## src/sv/tfb_pkg.sv

```systemverilog
package tfb_pkg;

	localparam int HEADER_BYTES = 4;
	localparam int LEN_W = 16;
	localparam int POS_W = 17;
	localparam int CNT_W = 6;
	localparam int QUEUE_DEPTH = 4;
	localparam int QIDX_W = 2;
	localparam int QCNT_W = 3;
	localparam int S_TDATA_W = 56;
	localparam int M_TDATA_W = 48;
	localparam logic [LEN_W-1:0] MAX_FRAME_RESET = 16'd16384;
	localparam logic [POS_W-1:0] LEN17_MAX = 17'h1FFFF;

	typedef enum logic [1:0] {
		KIND_DATA = 2'd0,
		KIND_HDR  = 2'd1,
		KIND_LONG = 2'd2
	} kind_t;

	typedef struct packed {
		kind_t              kind;
		logic [31:0]        data;
		logic [POS_W-1:0]   pos;
		logic [CNT_W-1:0]   last_idx;
		logic               last_end;
		logic [LEN_W-1:0]   wrap;
		logic [POS_W-1:0]   total;
	} cmd_t;

endpackage

```

## src/sv/tfb_queue.sv

```systemverilog
module tfb_queue (
	input  logic          clk,
	input  logic          arst_n,
	input  logic          push,
	input  tfb_pkg::cmd_t push_cmd,
	output logic          full,
	input  logic          pop,
	output logic          head_valid,
	output tfb_pkg::cmd_t head
);
	import tfb_pkg::*;

	cmd_t              mem_q [QUEUE_DEPTH];
	logic [QIDX_W-1:0] wr_ptr_q;
	logic [QIDX_W-1:0] rd_ptr_q;
	logic [QCNT_W-1:0] cnt_q;

	assign full = (cnt_q == QCNT_W'(QUEUE_DEPTH));
	assign head_valid = (cnt_q != '0);
	assign head = mem_q[rd_ptr_q];

	always_ff @(posedge clk or negedge arst_n) begin
		if (!arst_n) begin
			wr_ptr_q <= '0;
			rd_ptr_q <= '0;
			cnt_q <= '0;
		end else begin
			if (push) begin
				wr_ptr_q <= wr_ptr_q + 1'b1;
			end
			if (pop) begin
				rd_ptr_q <= rd_ptr_q + 1'b1;
			end
			if (push && !pop) begin
				cnt_q <= cnt_q + 1'b1;
			end else if (pop && !push) begin
				cnt_q <= cnt_q - 1'b1;
			end
		end
	end

	always_ff @(posedge clk) begin
		if (push) begin
			mem_q[wr_ptr_q] <= push_cmd;
		end
	end

`ifndef SYNTHESIS
	a_no_push_full: assert property (@(posedge clk) disable iff (!arst_n)
		push |-> !full) else $error("push into full queue");
	a_no_pop_empty: assert property (@(posedge clk) disable iff (!arst_n)
		pop |-> head_valid) else $error("pop from empty queue");
`endif

endmodule

```

## src/sv/tfb_front.sv

```systemverilog
module tfb_front #(
	parameter int unsigned ALIGN_BYTES = 8
) (
	input  logic                           clk,
	input  logic                           arst_n,
	input  logic                           s_tvalid,
	output logic                           s_tready,
	input  logic [tfb_pkg::S_TDATA_W-1:0]  s_tdata,
	input  logic                           s_tuser,
	input  logic                           cfg_valid,
	output logic                           cfg_ready,
	input  logic [tfb_pkg::LEN_W-1:0]      cfg_data,
	input  logic                           q_full,
	output logic                           push,
	output tfb_pkg::cmd_t                  push_cmd
);
	import tfb_pkg::*;

	localparam int SH = POS_W + $clog2(ALIGN_BYTES);
	localparam int PW = SH + POS_W;
	localparam logic [POS_W:0] RECIP = (POS_W + 1)'((2 ** SH + ALIGN_BYTES - 1) / ALIGN_BYTES);

	typedef enum logic [3:0] {
		ST_RUN = 4'b0001,
		ST_DIV = 4'b0010,
		ST_MUL = 4'b0100,
		ST_FIN = 4'b1000
	} st_t;

	typedef enum logic [3:0] {
		PH_IDLE = 4'b0001,
		PH_HW   = 4'b0010,
		PH_SW   = 4'b0100,
		PH_DROP = 4'b1000
	} ph_t;

	st_t              st_q;
	ph_t              phase_q;
	logic [LEN_W-1:0] hw_left_q;
	logic [LEN_W-1:0] sw_left_q;
	logic [POS_W-1:0] pos_q;
	logic [LEN_W-1:0] wrap_q;
	logic [POS_W-1:0] sw_start_q;
	logic [POS_W-1:0] total_q;
	logic [LEN_W-1:0] max_q;
	logic [LEN_W-1:0] hw_in_q;
	logic [LEN_W-1:0] sw_in_q;
	logic [POS_W-1:0] q1_q;
	logic [POS_W-1:0] q2_q;
	logic [POS_W-1:0] swoff_q;
	logic [POS_W-1:0] swal_q;

	logic             accept;
	logic [LEN_W-1:0] in_hw;
	logic [LEN_W-1:0] in_sw;
	logic [LEN_W-1:0] in_wrap;
	logic [7:0]       in_byte;
	logic [POS_W-1:0] x1;
	logic [POS_W-1:0] x2;
	logic [PW-1:0]    prod1;
	logic [PW-1:0]    prod2;
	logic [POS_W:0]   total_w;
	logic [POS_W-1:0] total_sat;
	logic             too_long_w;
	logic [LEN_W-1:0] seg;
	logic [LEN_W-1:0] hw_dec;
	logic [LEN_W-1:0] sw_dec;
	logic [POS_W-1:0] pos_inc;
	logic [POS_W-1:0] pad;
	logic             drop_done;
	logic             fin_go;
	logic             hdr_empty;

	assign s_tready = (st_q == ST_RUN) && !q_full;
	assign accept = s_tvalid && s_tready;
	assign cfg_ready = 1'b1;

	assign in_hw = s_tdata[15:0];
	assign in_sw = s_tdata[31:16];
	assign in_wrap = s_tdata[47:32];
	assign in_byte = s_tdata[55:48];

	assign x1 = POS_W'(HEADER_BYTES + ALIGN_BYTES - 1) + {1'b0, hw_in_q};
	assign x2 = POS_W'(ALIGN_BYTES - 1) + {1'b0, sw_in_q};
	assign prod1 = PW'(x1) * PW'(RECIP);
	assign prod2 = PW'(x2) * PW'(RECIP);

	assign total_w = {1'b0, swoff_q} + {1'b0, swal_q};
	assign total_sat = total_w[POS_W] ? LEN17_MAX : total_w[POS_W-1:0];
	assign too_long_w = total_w > {2'b00, max_q};
	assign seg = swoff_q[LEN_W-1:0] + sw_in_q;
	assign hdr_empty = (hw_in_q == '0) && (sw_in_q == '0);

	assign hw_dec = hw_left_q - 1'b1;
	assign sw_dec = sw_left_q - 1'b1;
	assign pos_inc = pos_q + 1'b1;
	assign pad = total_q - pos_inc;
	assign drop_done = (hw_left_q != '0) ? (hw_left_q == 16'd1 && sw_left_q == '0)
		: (sw_left_q <= 16'd1);
	assign fin_go = (st_q == ST_FIN) && !q_full;

	always_comb begin
		push = 1'b0;
		push_cmd.kind = KIND_DATA;
		push_cmd.data = {24'd0, in_byte};
		push_cmd.pos = pos_q;
		push_cmd.last_idx = '0;
		push_cmd.last_end = 1'b0;
		push_cmd.wrap = wrap_q;
		push_cmd.total = total_q;
		if (fin_go) begin
			push = 1'b1;
			push_cmd.total = total_sat;
			push_cmd.pos = '0;
			if (too_long_w) begin
				push_cmd.kind = KIND_LONG;
				push_cmd.data = '0;
				push_cmd.last_end = 1'b1;
			end else begin
				push_cmd.kind = KIND_HDR;
				push_cmd.data = {hw_in_q, seg};
				push_cmd.last_idx = CNT_W'(HEADER_BYTES - 1);
				push_cmd.last_end = hdr_empty;
			end
		end else if (accept && s_tuser) begin
			unique case (phase_q)
				PH_HW: begin
					push = 1'b1;
					push_cmd.last_end = (hw_dec == '0) && (sw_left_q == '0);
				end
				PH_SW: begin
					push = 1'b1;
					if (sw_dec == '0) begin
						push_cmd.last_idx = CNT_W'(pad);
						push_cmd.last_end = 1'b1;
					end
				end
				PH_IDLE, PH_DROP: begin
					push = 1'b0;
				end
				default: begin
					push = 1'b0;
				end
			endcase
		end
	end

	always_ff @(posedge clk or negedge arst_n) begin
		if (!arst_n) begin
			st_q <= ST_RUN;
			phase_q <= PH_IDLE;
			hw_left_q <= '0;
			sw_left_q <= '0;
			pos_q <= '0;
			wrap_q <= '0;
			sw_start_q <= '0;
			total_q <= '0;
			max_q <= MAX_FRAME_RESET;
		end else begin
			if (cfg_valid && cfg_ready) begin
				max_q <= cfg_data;
			end
			unique case (st_q)
				ST_RUN: begin
					if (accept && !s_tuser) begin
						wrap_q <= in_wrap;
						st_q <= ST_DIV;
					end else if (accept) begin
						unique case (phase_q)
							PH_DROP: begin
								if (hw_left_q != '0) begin
									hw_left_q <= hw_dec;
								end else if (sw_left_q != '0) begin
									sw_left_q <= sw_dec;
								end
								if (drop_done) begin
									phase_q <= PH_IDLE;
								end
							end
							PH_HW: begin
								hw_left_q <= hw_dec;
								if (hw_dec == '0 && sw_left_q == '0) begin
									phase_q <= PH_IDLE;
									pos_q <= '0;
								end else if (hw_dec == '0) begin
									phase_q <= PH_SW;
									pos_q <= sw_start_q;
								end else begin
									pos_q <= pos_inc;
								end
							end
							PH_SW: begin
								sw_left_q <= sw_dec;
								if (sw_dec != '0) begin
									pos_q <= pos_inc;
								end else begin
									phase_q <= PH_IDLE;
									pos_q <= '0;
								end
							end
							PH_IDLE: begin
								phase_q <= PH_IDLE;
							end
							default: begin
								phase_q <= PH_IDLE;
							end
						endcase
					end
				end
				ST_DIV: begin
					st_q <= ST_MUL;
				end
				ST_MUL: begin
					st_q <= ST_FIN;
				end
				ST_FIN: begin
					if (!q_full) begin
						st_q <= ST_RUN;
						sw_start_q <= swoff_q;
						total_q <= total_sat;
						hw_left_q <= hw_in_q;
						sw_left_q <= sw_in_q;
						if (too_long_w) begin
							phase_q <= hdr_empty ? PH_IDLE : PH_DROP;
							pos_q <= '0;
						end else if (hw_in_q != '0) begin
							phase_q <= PH_HW;
							pos_q <= POS_W'(HEADER_BYTES);
						end else if (sw_in_q != '0) begin
							phase_q <= PH_SW;
							pos_q <= swoff_q;
						end else begin
							phase_q <= PH_IDLE;
							pos_q <= '0;
						end
					end
				end
				default: begin
					st_q <= ST_RUN;
				end
			endcase
		end
	end

	always_ff @(posedge clk) begin
		if (accept && !s_tuser) begin
			hw_in_q <= in_hw;
			sw_in_q <= in_sw;
		end
		if (st_q == ST_DIV) begin
			q1_q <= prod1[SH +: POS_W];
			q2_q <= prod2[SH +: POS_W];
		end
		if (st_q == ST_MUL) begin
			swoff_q <= POS_W'(q1_q * POS_W'(ALIGN_BYTES));
			swal_q <= POS_W'(q2_q * POS_W'(ALIGN_BYTES));
		end
	end

`ifndef SYNTHESIS
	a_start_blocks: assert property (@(posedge clk) disable iff (!arst_n)
		(s_tvalid && s_tready && !s_tuser) |=> !s_tready)
		else $error("input taken during start computation");
`endif

endmodule

```

## src/sv/tfb_back.sv

```systemverilog
module tfb_back (
	input  logic                           clk,
	input  logic                           arst_n,
	input  logic                           head_valid,
	input  tfb_pkg::cmd_t                  head,
	output logic                           pop,
	output logic                           m_tvalid,
	input  logic                           m_tready,
	output logic [tfb_pkg::M_TDATA_W-1:0]  m_tdata,
	output logic                           m_tlast,
	output logic                           m_tuser
);
	import tfb_pkg::*;

	logic [CNT_W-1:0] idx_q;
	logic [POS_W-1:0] run_pos_q;
	logic             valid_q;
	logic [7:0]       byte_q;
	logic             sel_q;
	logic [POS_W-1:0] off_q;
	logic             end_q;
	logic             long_q;
	logic [POS_W-1:0] len_q;

	logic             adv;
	logic             is_last;
	logic [POS_W-1:0] cur_pos;
	logic [POS_W-1:0] wrap_ext;
	logic             sel_w;
	logic [POS_W-1:0] off_w;
	logic [7:0]       byte_w;

	assign adv = head_valid && (!valid_q || m_tready);
	assign is_last = (idx_q == head.last_idx);
	assign pop = adv && is_last;
	assign cur_pos = (idx_q == '0) ? head.pos : run_pos_q;
	assign wrap_ext = {1'b0, head.wrap};

	always_comb begin
		sel_w = 1'b0;
		off_w = cur_pos;
		byte_w = '0;
		unique case (head.kind)
			KIND_HDR: begin
				byte_w = head.data[{idx_q[1:0], 3'b000} +: 8];
				sel_w = cur_pos >= wrap_ext;
				off_w = sel_w ? cur_pos - wrap_ext : cur_pos;
			end
			KIND_DATA: begin
				byte_w = (idx_q == '0) ? head.data[7:0] : 8'd0;
				sel_w = cur_pos >= wrap_ext;
				off_w = sel_w ? cur_pos - wrap_ext : cur_pos;
			end
			KIND_LONG: begin
				off_w = '0;
			end
			default: begin
				off_w = '0;
			end
		endcase
	end

	always_ff @(posedge clk or negedge arst_n) begin
		if (!arst_n) begin
			valid_q <= 1'b0;
			idx_q <= '0;
		end else if (adv) begin
			valid_q <= 1'b1;
			idx_q <= is_last ? '0 : idx_q + 1'b1;
		end else if (m_tready) begin
			valid_q <= 1'b0;
		end
	end

	always_ff @(posedge clk) begin
		if (adv) begin
			run_pos_q <= cur_pos + 1'b1;
			byte_q <= byte_w;
			sel_q <= sel_w;
			off_q <= off_w;
			end_q <= is_last && head.last_end;
			long_q <= (head.kind == KIND_LONG);
			len_q <= head.total;
		end
	end

	assign m_tvalid = valid_q;
	assign m_tdata = {5'd0, len_q, off_q, sel_q, byte_q};
	assign m_tlast = end_q;
	assign m_tuser = long_q;

`ifndef SYNTHESIS
	a_long_is_end: assert property (@(posedge clk) disable iff (!arst_n)
		(m_tvalid && m_tuser) |-> (m_tlast && m_tdata[25:0] == 26'd0))
		else $error("oversize result not a lone empty end");
`endif

endmodule

```

## src/sv/tx_frame_builder_split.sv

```systemverilog
// Transmit frame builder. Start items (s_tuser 0) carry hardware length,
// software length and the room before the ring wraps; data items (s_tuser 1)
// carry one payload byte each, hardware bytes first, then software bytes.
// Each result on the master side is one frame byte with its space and offset:
// four header bytes, the payload, then zero padding to the alignment.
// m_tlast marks the last byte of a frame; m_tuser marks the single result of
// an oversize frame, whose payload items are then consumed silently.
// cfg_* writes max_frame_bytes; it is always ready and should be written idle.
// Throughput: one data item per cycle while the queue has room. A start item
// holds the input low after its transfer through the length/alignment sequencer
// (divide, multiply, compare, the last waiting for queue room) and yields four
// header transfers, or one if oversize; the last software byte yields up to
// ALIGN_BYTES transfers, one per cycle from the output stage unless it stalls.
// A data item's result passes the command queue and the output register; a
// start item's first header byte passes the DIV, MUL and FIN states before them.
// A four-entry command queue parts the input side from the output stage, so
// a stalled receiver only stops input once the queue fills.
// Reset clears the queue, the output stage and all frame state, and sets
// max_frame_bytes to 16384.
module tx_frame_builder_split #(
	parameter int unsigned ALIGN_BYTES = 8
) (
	input  logic                           clk,
	input  logic                           arst_n,
	input  logic                           s_tvalid,
	output logic                           s_tready,
	// hw_length[15:0], sw_length[31:16], first_space_bytes[47:32], data_byte[55:48]
	input  logic [tfb_pkg::S_TDATA_W-1:0]  s_tdata,
	// req_type[0]
	input  logic                           s_tuser,
	input  logic                           cfg_valid,
	output logic                           cfg_ready,
	input  logic [tfb_pkg::LEN_W-1:0]      cfg_data,
	output logic                           m_tvalid,
	input  logic                           m_tready,
	// out_byte[7:0], space_select[8], space_offset[25:9], frame_length[42:26]
	output logic [tfb_pkg::M_TDATA_W-1:0]  m_tdata,
	output logic                           m_tlast,
	// too_long[0]
	output logic                           m_tuser
);
	import tfb_pkg::*;

	logic q_full;
	logic push;
	cmd_t push_cmd;
	logic pop;
	logic head_valid;
	cmd_t head;

	tfb_front #(
		.ALIGN_BYTES(ALIGN_BYTES)
	) u_front (
		.clk      (clk),
		.arst_n   (arst_n),
		.s_tvalid (s_tvalid),
		.s_tready (s_tready),
		.s_tdata  (s_tdata),
		.s_tuser  (s_tuser),
		.cfg_valid(cfg_valid),
		.cfg_ready(cfg_ready),
		.cfg_data (cfg_data),
		.q_full   (q_full),
		.push     (push),
		.push_cmd (push_cmd)
	);

	tfb_queue u_queue (
		.clk       (clk),
		.arst_n    (arst_n),
		.push      (push),
		.push_cmd  (push_cmd),
		.full      (q_full),
		.pop       (pop),
		.head_valid(head_valid),
		.head      (head)
	);

	tfb_back u_back (
		.clk       (clk),
		.arst_n    (arst_n),
		.head_valid(head_valid),
		.head      (head),
		.pop       (pop),
		.m_tvalid  (m_tvalid),
		.m_tready  (m_tready),
		.m_tdata   (m_tdata),
		.m_tlast   (m_tlast),
		.m_tuser   (m_tuser)
	);

endmodule
```

## config.mk

```make
export PLATFORM = sky130hd
export DESIGN_NAME = tx_frame_builder_split
export DESIGN_NICKNAME = d
export VERILOG_FILES = /design/src/sv/tfb_pkg.sv /design/src/sv/tfb_queue.sv /design/src/sv/tfb_front.sv /design/src/sv/tfb_back.sv /design/src/sv/tx_frame_builder_split.sv
export SDC_FILE = /design/constraint.sdc
export NUM_CORES = 1
export LEC_CHECK = 0
export BUFFER_PORTS_ARGS = -buffer_cell sky130_fd_sc_hd__buf_2
export CAP_MARGIN = 20
export CORE_ASPECT_RATIO = 0.7
export CORE_UTILIZATION = 50
export CTS_BUF_LIST = sky130_fd_sc_hd__clkbuf_16
export CTS_CLUSTER_DIAMETER = 100
export CTS_CLUSTER_SIZE = 16
export DETAILED_ROUTE_END_ITERATION = 16
export PLACE_DENSITY = 0.74
export SKIP_CTS_REPAIR_TIMING = 1
export SYNTH_ARGS = -nofsm -noshare
export SYNTH_HDL_FRONTEND = slang
export SYNTH_SLANG_ARGS = --single-unit
export TNS_END_PERCENT = 20
```

## constraint.sdc

```tcl
create_clock -name clk -period 13.3 [get_ports clk]
set_input_delay 1.995 -clock clk [delete_from_list [all_inputs] [get_ports clk]]
set_output_delay 1.995 -clock clk [all_outputs]
set_load 0.02 [all_outputs]
```

# Word level (Yosys, flattened, before mapping)
# Memories as Yosys holds them, arrays and structs flattened.
# Cells that the tools add are included.
[word_totals] n_memories=1 register_bits=284 mem_bits_rw=364 output_inout_bits=53
[op_classes] magnitude_cmp=3 add_sub_neg=15 n_eq_ne=25 bitwise_logic=1 n_shift=1 n_reduce_logical=44 mux=66
[memory_table] name="u_queue.mem_q" words=4 word_bits=91 read_ports=1 rd_ports_with_merged_regs=0 wr=1 line="tfb_queue.sv:13" text="cmd_t mem_q [QUEUE_DEPTH];"
[ops] op="$mux W17" count=13
[ops] op="$mux W16" count=9
[ops] op="$pmux W16 S2" count=4
[ops] op="$logic_not A16 Y1" count=5
[ops] op="$reduce_bool A16 Y1" count=5
[ops] op="$pmux W17 S2" count=2
[ops] op="$mux W51" count=1
[ops] op="$mux W4" count=12
[ops] op="$add A17 B1 Y17 const B" count=2
[ops] op="$mux W34" count=1
[ops] op="$shiftx A32 B6 Y8" count=1
[ops] op="$sub A16 B1 Y16 const B" count=2
[ops] op="$mux W7" count=3
[ops] op="$ne A3 B3 Y1 const B" count=7
[ops] op="$add A17 B17 Y18" count=1
[ops] op="$gt A18 B16 Y1" count=1
[ops] op="$add A3 B16 Y17 const A" count=1
[ops] op="$add A4 B16 Y17 const A" count=1
[ops] op="$ge A17 B16 Y1" count=1
[ops] op="$sub A17 B16 Y17" count=1
[ops] op="$add A16 B16 Y16" count=1
[ops] op="$eq A16 B1 Y1 const B" count=1
[ops] op="$le A16 B1 Y1 const B" count=1
[ops] op="$pmux W4 S4" count=1
[ops] op="other kinds (39)" count=78

# Logic depth before layout (Yosys ltp)
[depth] ltp_word=11 ltp_mapped=20

# Modules after synthesis
# A second synthesis with hierarchy kept.
[hier_totals] hier_cells=2046 hier_area_um2=29208.0
[modules_own_cells] mod="tfb_queue" n_inst=1 seq_area_each_um2=11105.7 cells_per_inst=509 area_per_inst_um2=13525.5
[modules_own_cells] mod="tfb_front" n_inst=1 seq_area_each_um2=5599.1 cells_per_inst=1123 area_per_inst_um2=11302.1
[modules_own_cells] mod="tfb_back" n_inst=1 seq_area_each_um2=2037.0 cells_per_inst=414 area_per_inst_um2=4380.5

# Worst setup path before layout
# Ideal clock, no wire load.
[synth_timing] kind="in2reg" start="in s_tvalid" end="mem u_queue.mem_q[0][10] (netlist name), enable pin" slack_ns=7.949 n_path_buf=1 path_stages=6 t_arrival_ns=4.893 required_ns=12.843 path_cell_list="nand4bb_1 > nor2_1 > nor2_1 > inv_2 > clkbuf_1 > and2_1"
[synth_between] elab_chain_len=6
[synth_lines] element="start, declared" line="tx_frame_builder_split.sv:25" text="input logic s_tvalid,"
[synth_lines] element="$logic_and A1 B1 Y1" line="tfb_front.sv:75" text="assign accept = s_tvalid && s_tready;"
[synth_lines] element="$logic_and A1 B1 Y1" line="tfb_front.sv:125" text="end else if (accept && s_tuser) begin"
[synth_lines] element="$mux W1" line="tfb_front.sv:125"
[synth_lines] element="$mux W1" line="tfb_front.sv:111" text="if (fin_go) begin"
[synth_lines] element="net push" line="tx_frame_builder_split.sv:45" text="logic push;"
[synth_lines] element="$mux W1" line="tfb_queue.sv:43" text="if (push) begin"
[synth_lines] element="$mux W1 (implied by the code)" line="tfb_queue.sv:44" text="mem_q[wr_ptr_q] <= push_cmd;"
[synth_lines] element="end, declared" line="tfb_queue.sv:13"
# The timed path passes the listed nets, and every way through them passes these cells.

# Worst setup path in the final report
[layout_timing] start="reg u_queue.rd_ptr_q[0]" end="reg u_back.off_q[16] (data pin)"
[layout_between] elab_chain_len=4
[layout_lines] element="start, declared" line="tfb_queue.sv:15" text="logic [QIDX_W-1:0] rd_ptr_q;"
[layout_lines] element="start signal, assigned" line="tfb_queue.sv:32" text="rd_ptr_q <= rd_ptr_q + 1'b1;"
[layout_lines] element="$mem_v2 Z4 W91 (*)"
[layout_lines] element="$mux W17" line="tfb_back.sv:36" text="assign cur_pos = (idx_q == '0) ? head.pos : run_pos_q;"
[layout_lines] element="$sub A17 B16 Y17 or $ge A17 B16 Y1 (tied branches)"
[layout_lines] element="$mux W17" line="tfb_back.sv:47, tfb_back.sv:52"
[layout_lines] element="end signal, assigned" line="tfb_back.sv:80" text="off_q <= off_w;"
[layout_lines] element="end, declared" line="tfb_back.sv:20" text="logic [POS_W-1:0] off_q;"
# Mark *: on every way between the ends. The rest lies on a longest branch, timed or not.
# A chain may end at the register's enable or synchronous reset.

==> qor.tcl <==
set qor(synth_cell_types) 88
set qor(routed_wirelength_um) 66600
set qor(worst_setup_path_start_kind) {flop}
set qor(syn_avg_cell_area_um2) 13.9
set qor(sequential_element_share_of_the_synthesized_area_pct) 63.5
set qor(pre_cts_ws_ns) 7.85
set qor(critPathRequiredTime_ns) 13.73
set qor(pwr-share-clk_pct) 22.4
set qor(grt_start_max_net_pins) 71
set qor(antenna_left) 0
set qor(timing.hold.worst.class) {reg2reg}
set qor(antenna_found_initial) 2
set qor(power.share.switching_pct) 33.1
set qor(crit_path_max_incr_delay_ns) 0.72
set qor(setup-violations-final) 0
set qor(final_weighted_congestion_in_routability_driven_placement) 0.959
set qor(fraction_of_layout_cells_with_a_size_suffix_above_1_pct) 16.3
set qor(ctsLongestPathBuffers) 3
set qor(clkSlewWorstSetupHoldPaths_ns) 0.08
set qor(clock.fmax_mhz) 184
set qor(critical-path-top-cell-by-count) {sky130_fd_sc_hd__buf_4}
set qor(tightest_slew_ns) 1.09
set qor(viasPerCell) 5.99
set qor(synth_top_area_share_pct) 52.1
set qor(crit_path_cell_trace) {buf_4 -> buf_4 -> mux4_2 -> mux2_2 -> ha_1 -> nand3_1 -> nor2_1 -> nand3_1 -> a21o_1 -> a31oi_1 -> nor2_1 -> buf_4 -> or3_1 -> a21oi_1}
set qor(timing.slew.headroom_pct) 26.9
set qor(grt_setup_unrepaired) {false}
set qor(power_density_mw_per_mm2) 180
set qor(clock_root_buffer_master) {sky130_fd_sc_hd__clkbuf_16}
set qor(routed_wire_length_per_instance_um) 22.3
set qor(core_mm2) 0.0571
set qor(cp-startpoint) {u_queue.rd_ptr_q[0]}
set qor(design.die.area_mm2) 0.0591
set qor(postSynth.asyncResetShare_pct) 20.8
set qor(initial_core_util_pct) 50.9
set qor(cp.buffers_inverters) 3
set qor(grt_overflow_total) 0
set qor(compound_cell_area_share_of_the_yosys_netlist_pct) 8.67
set qor(yosysTopAreaCell) {sky130_fd_sc_hd__edfxtp_1}
set qor(synth.cell_area_mm2) 0.0291
set qor(worst-setup-path-type) {reg2reg}
set qor(post-route-worst-setup-slack_ns) 7.86
set qor(synthFlopType) {sky130_fd_sc_hd__edfxtp_1}
set qor(multiplexer_fraction_of_the_synthesized_cell_area_pct) 9.11
set qor(largest_family_of_logic_cells_by_synthesized_area) {simple AND/OR/NAND/NOR gates}
set qor(num_vias) 17900
set qor(intPower_mw) 3.82
set qor(worst_setup_path_end_kind) {flop}
set qor(pwr-share-seq_pct) 47.9
set qor(run_status) {completed}
set qor(clock_tree.htree_level_count) 2
set qor(synth_xor_area_share_pct) 2.83
set qor(ys_ff_latch) 636
set qor(die_extent_in_y_um) 204
set qor(firstDrtPassIters) 5
set qor(count_of_pins_on_the_block_boundary) 131
set qor(leakagePower_nw) 11.9
set qor(netSwitchingPower_mw) 1.89
set qor(pwr-share-comb_pct) 29.7
set qor(filler_cell_count) 4526
set qor(post_route_skew_ns) 0.0304
set qor(synthMostInstantiatedCell) {sky130_fd_sc_hd__edfxtp_1}
set qor(synthSimpleGateAreaFrac_pct) 9.76
set qor(vdd.ir_drop.worst_mv) 0.126
set qor(post_synth_main_area_contributors) {sky130_fd_sc_hd__edfxtp_1 52%, sky130_fd_sc_hd__dfrtp_1 11%, sky130_fd_sc_hd__mux4_2 6.9%}
set qor(grt_pass1_vias) 17500
set qor(fp.dieW_um) 290
set qor(setup_total_negative_slack_ns) 0
set qor(clock_latency_on_the_worst_skew_pair_ns) 0.59
set qor(final_max_slew_viol_count) 0
set qor(detailed_place_hpwl_um) 44500
set qor(worstReg2RegStart) {u_queue.rd_ptr_q[0]}
set qor(crit_slowest_cell) {sky130_fd_sc_hd__buf_4}
set qor(tritoncts.num_buffers) 45
set qor(synth_commonest_cells) {504 x sky130_fd_sc_hd__edfxtp_1, 179 x sky130_fd_sc_hd__nand2_1, 129 x sky130_fd_sc_hd__dfrtp_1}
set qor(detail_route.drc_violations) 0
set qor(buffer_ports.inserted) 124
set qor(synth-edff-count) 504
set qor(min_from) {u_front.q1_q[13]}
set qor(detailedRoute.firstIterationViolations) 2049
set qor(cap_viol_max_count) 0
set qor(timing.critical_path.fanout_max) 41
set qor(layout-area-overhead-vs-synth_pct) 9.25
set qor(grtUsageTotal_pct) 22.7
set qor(final-hold-violation-count) 0
set qor(layout.nets) 2361
set qor(path_delay_family) {buffers and inverters}
set qor(ys.warnings.count) 0
set qor(postSynthCellCount) 2096
set qor(clock_tree_from_tritoncts) {built}
set qor(num_rows) 73
set qor(timing.final.crit_share_pct) 40.9
set qor(finalCriticalPeriod_ns) 5.44
set qor(ff2ff_setup_slack_ns) 7.86
set qor(yosys.area_share.adder_pct) 3.62
set qor(cp.arrival_ns) 5.87
set qor(cts_sinks) 636
set qor(grt_pass1_wl_um) 103000
-- final timing paths --
kind	to	cells past startpoint
max in group asynchronous	u_queue.rd_ptr_q[0]	2
worst max-delay path	u_back.off_q[16]	14
min in group asynchronous	u_front.sw_left_q[12]	1
worst max register to register	u_back.off_q[16]	14
worst min-delay path	u_front.swoff_q[16]	0
worst min register to register	u_front.swoff_q[16]	0
-- worst register-to-register path, cell delays in order (launching register included) --
cell	delay [ns]
sky130_fd_sc_hd__dfrtp_4	0.63
sky130_fd_sc_hd__buf_4	0.72
sky130_fd_sc_hd__buf_4	0.77
sky130_fd_sc_hd__mux4_2	0.61
sky130_fd_sc_hd__mux2_2	0.33
sky130_fd_sc_hd__ha_1	0.39
sky130_fd_sc_hd__nand3_1	0.15
sky130_fd_sc_hd__nor2_1	0.24
sky130_fd_sc_hd__nand3_1	0.12
sky130_fd_sc_hd__a21o_1	0.20
sky130_fd_sc_hd__a31oi_1	0.33
sky130_fd_sc_hd__nor2_1	0.07
sky130_fd_sc_hd__buf_4	0.23
sky130_fd_sc_hd__or3_1	0.37
sky130_fd_sc_hd__a21oi_1	0.15
-- through the flow --
step           total power, mW  instances  utilization, %  hold slack (ns)  cell area [um2]
5_1_grt                   6.01       2986            55.6            0.423            31700
3_5_place_dp              4.46       2905            53.4            0.405            30500
4_1_cts                   5.74       2986            55.6            0.418            31700
2_1_floorplan             3.98       2100               -            0.400            29100
6_report                  5.72       2988            55.6            0.419            31700
3_3_place_gp              4.40       2905            53.4            0.400            30500
-- kinds of logic (layout without fill, tap and decap cells) --
group,count (synthesis),in the layout
compound gates,391,391
xor+xnor,94,94
fa+ha+maj,81,81
buf+inv,177,313
flops,636,636
mux,148,148
other cells,2,8
simple gates,567,567
-- metal layers --
metal | share of wire (%) | global-route usage, %
met5 | 0 | 0
met4 | 2.0 | 5.60
met3 | 8.0 | 4.16
met2 | 45 | 35.1
met1 | 45 | 33.4
-- registers in the layout, summed over array words and instances, names as in the netlist, 15 cells and up --
| name | flops |
|---|---|
| u_front.pos_q | 17 |
| u_front.total_q | 15 |
| u_back.run_pos_q | 17 |
| u_back.len_q | 15 |
| u_front.wrap_q | 16 |
| u_queue.mem_q | 356 |
| u_front.hw_in_q | 16 |
| u_front.hw_left_q | 16 |
| u_back.off_q | 17 |
| u_front.max_q | 16 |
| u_front.sw_left_q | 16 |
| u_front.sw_in_q | 16 |
-- cell usage in the layout (no fill, tap or decap), types with 37 or more instances in the layout --
| cell | n |
|---|---|
| sky130_fd_sc_hd__xnor2_1 | 61 |
| sky130_fd_sc_hd__buf_2 | 123 |
| sky130_fd_sc_hd__a21oi_1 | 96 |
| sky130_fd_sc_hd__clkbuf_16 | 45 |
| sky130_fd_sc_hd__ha_1 | 76 |
| sky130_fd_sc_hd__nor2_1 | 125 |
| sky130_fd_sc_hd__mux4_2 | 89 |
| sky130_fd_sc_hd__nand3_1 | 48 |
| sky130_fd_sc_hd__inv_1 | 115 |
| sky130_fd_sc_hd__nand2_1 | 179 |
| sky130_fd_sc_hd__o21ai_0 | 98 |
| sky130_fd_sc_hd__mux2_2 | 37 |
| sky130_fd_sc_hd__dfrtp_1 | 127 |
| sky130_fd_sc_hd__edfxtp_1 | 504 |
-- power by group through the flow --
stage | clock network (mW) | registers (mW) | logic (mW)
3_3_place_gp | 0 | 2.76 | 1.65
6_report | 1.28 | 2.74 | 1.70
2_1_floorplan | 0 | 2.73 | 1.25
4_1_cts | 1.31 | 2.73 | 1.70
5_1_grt | 1.37 | 2.77 | 1.87
3_5_place_dp | 0 | 2.77 | 1.69
-- cell type report --
type / count / area [um2] / area share, %
tap: 750 / 938 / 2.96
clock inverter: 36 / 161 / 0.508
antenna: 2 / 5.00 / 0.0158
inverter: 83 / 312 / 0.981
multi-input combinational: 1287 / 9940 / 31.3
timing repair buffer: 149 / 815 / 2.57
sequential: 636 / 18400 / 58.1
clock buffer: 45 / 1130 / 3.55
Note: power is estimated with default switching activity, not from simulation.
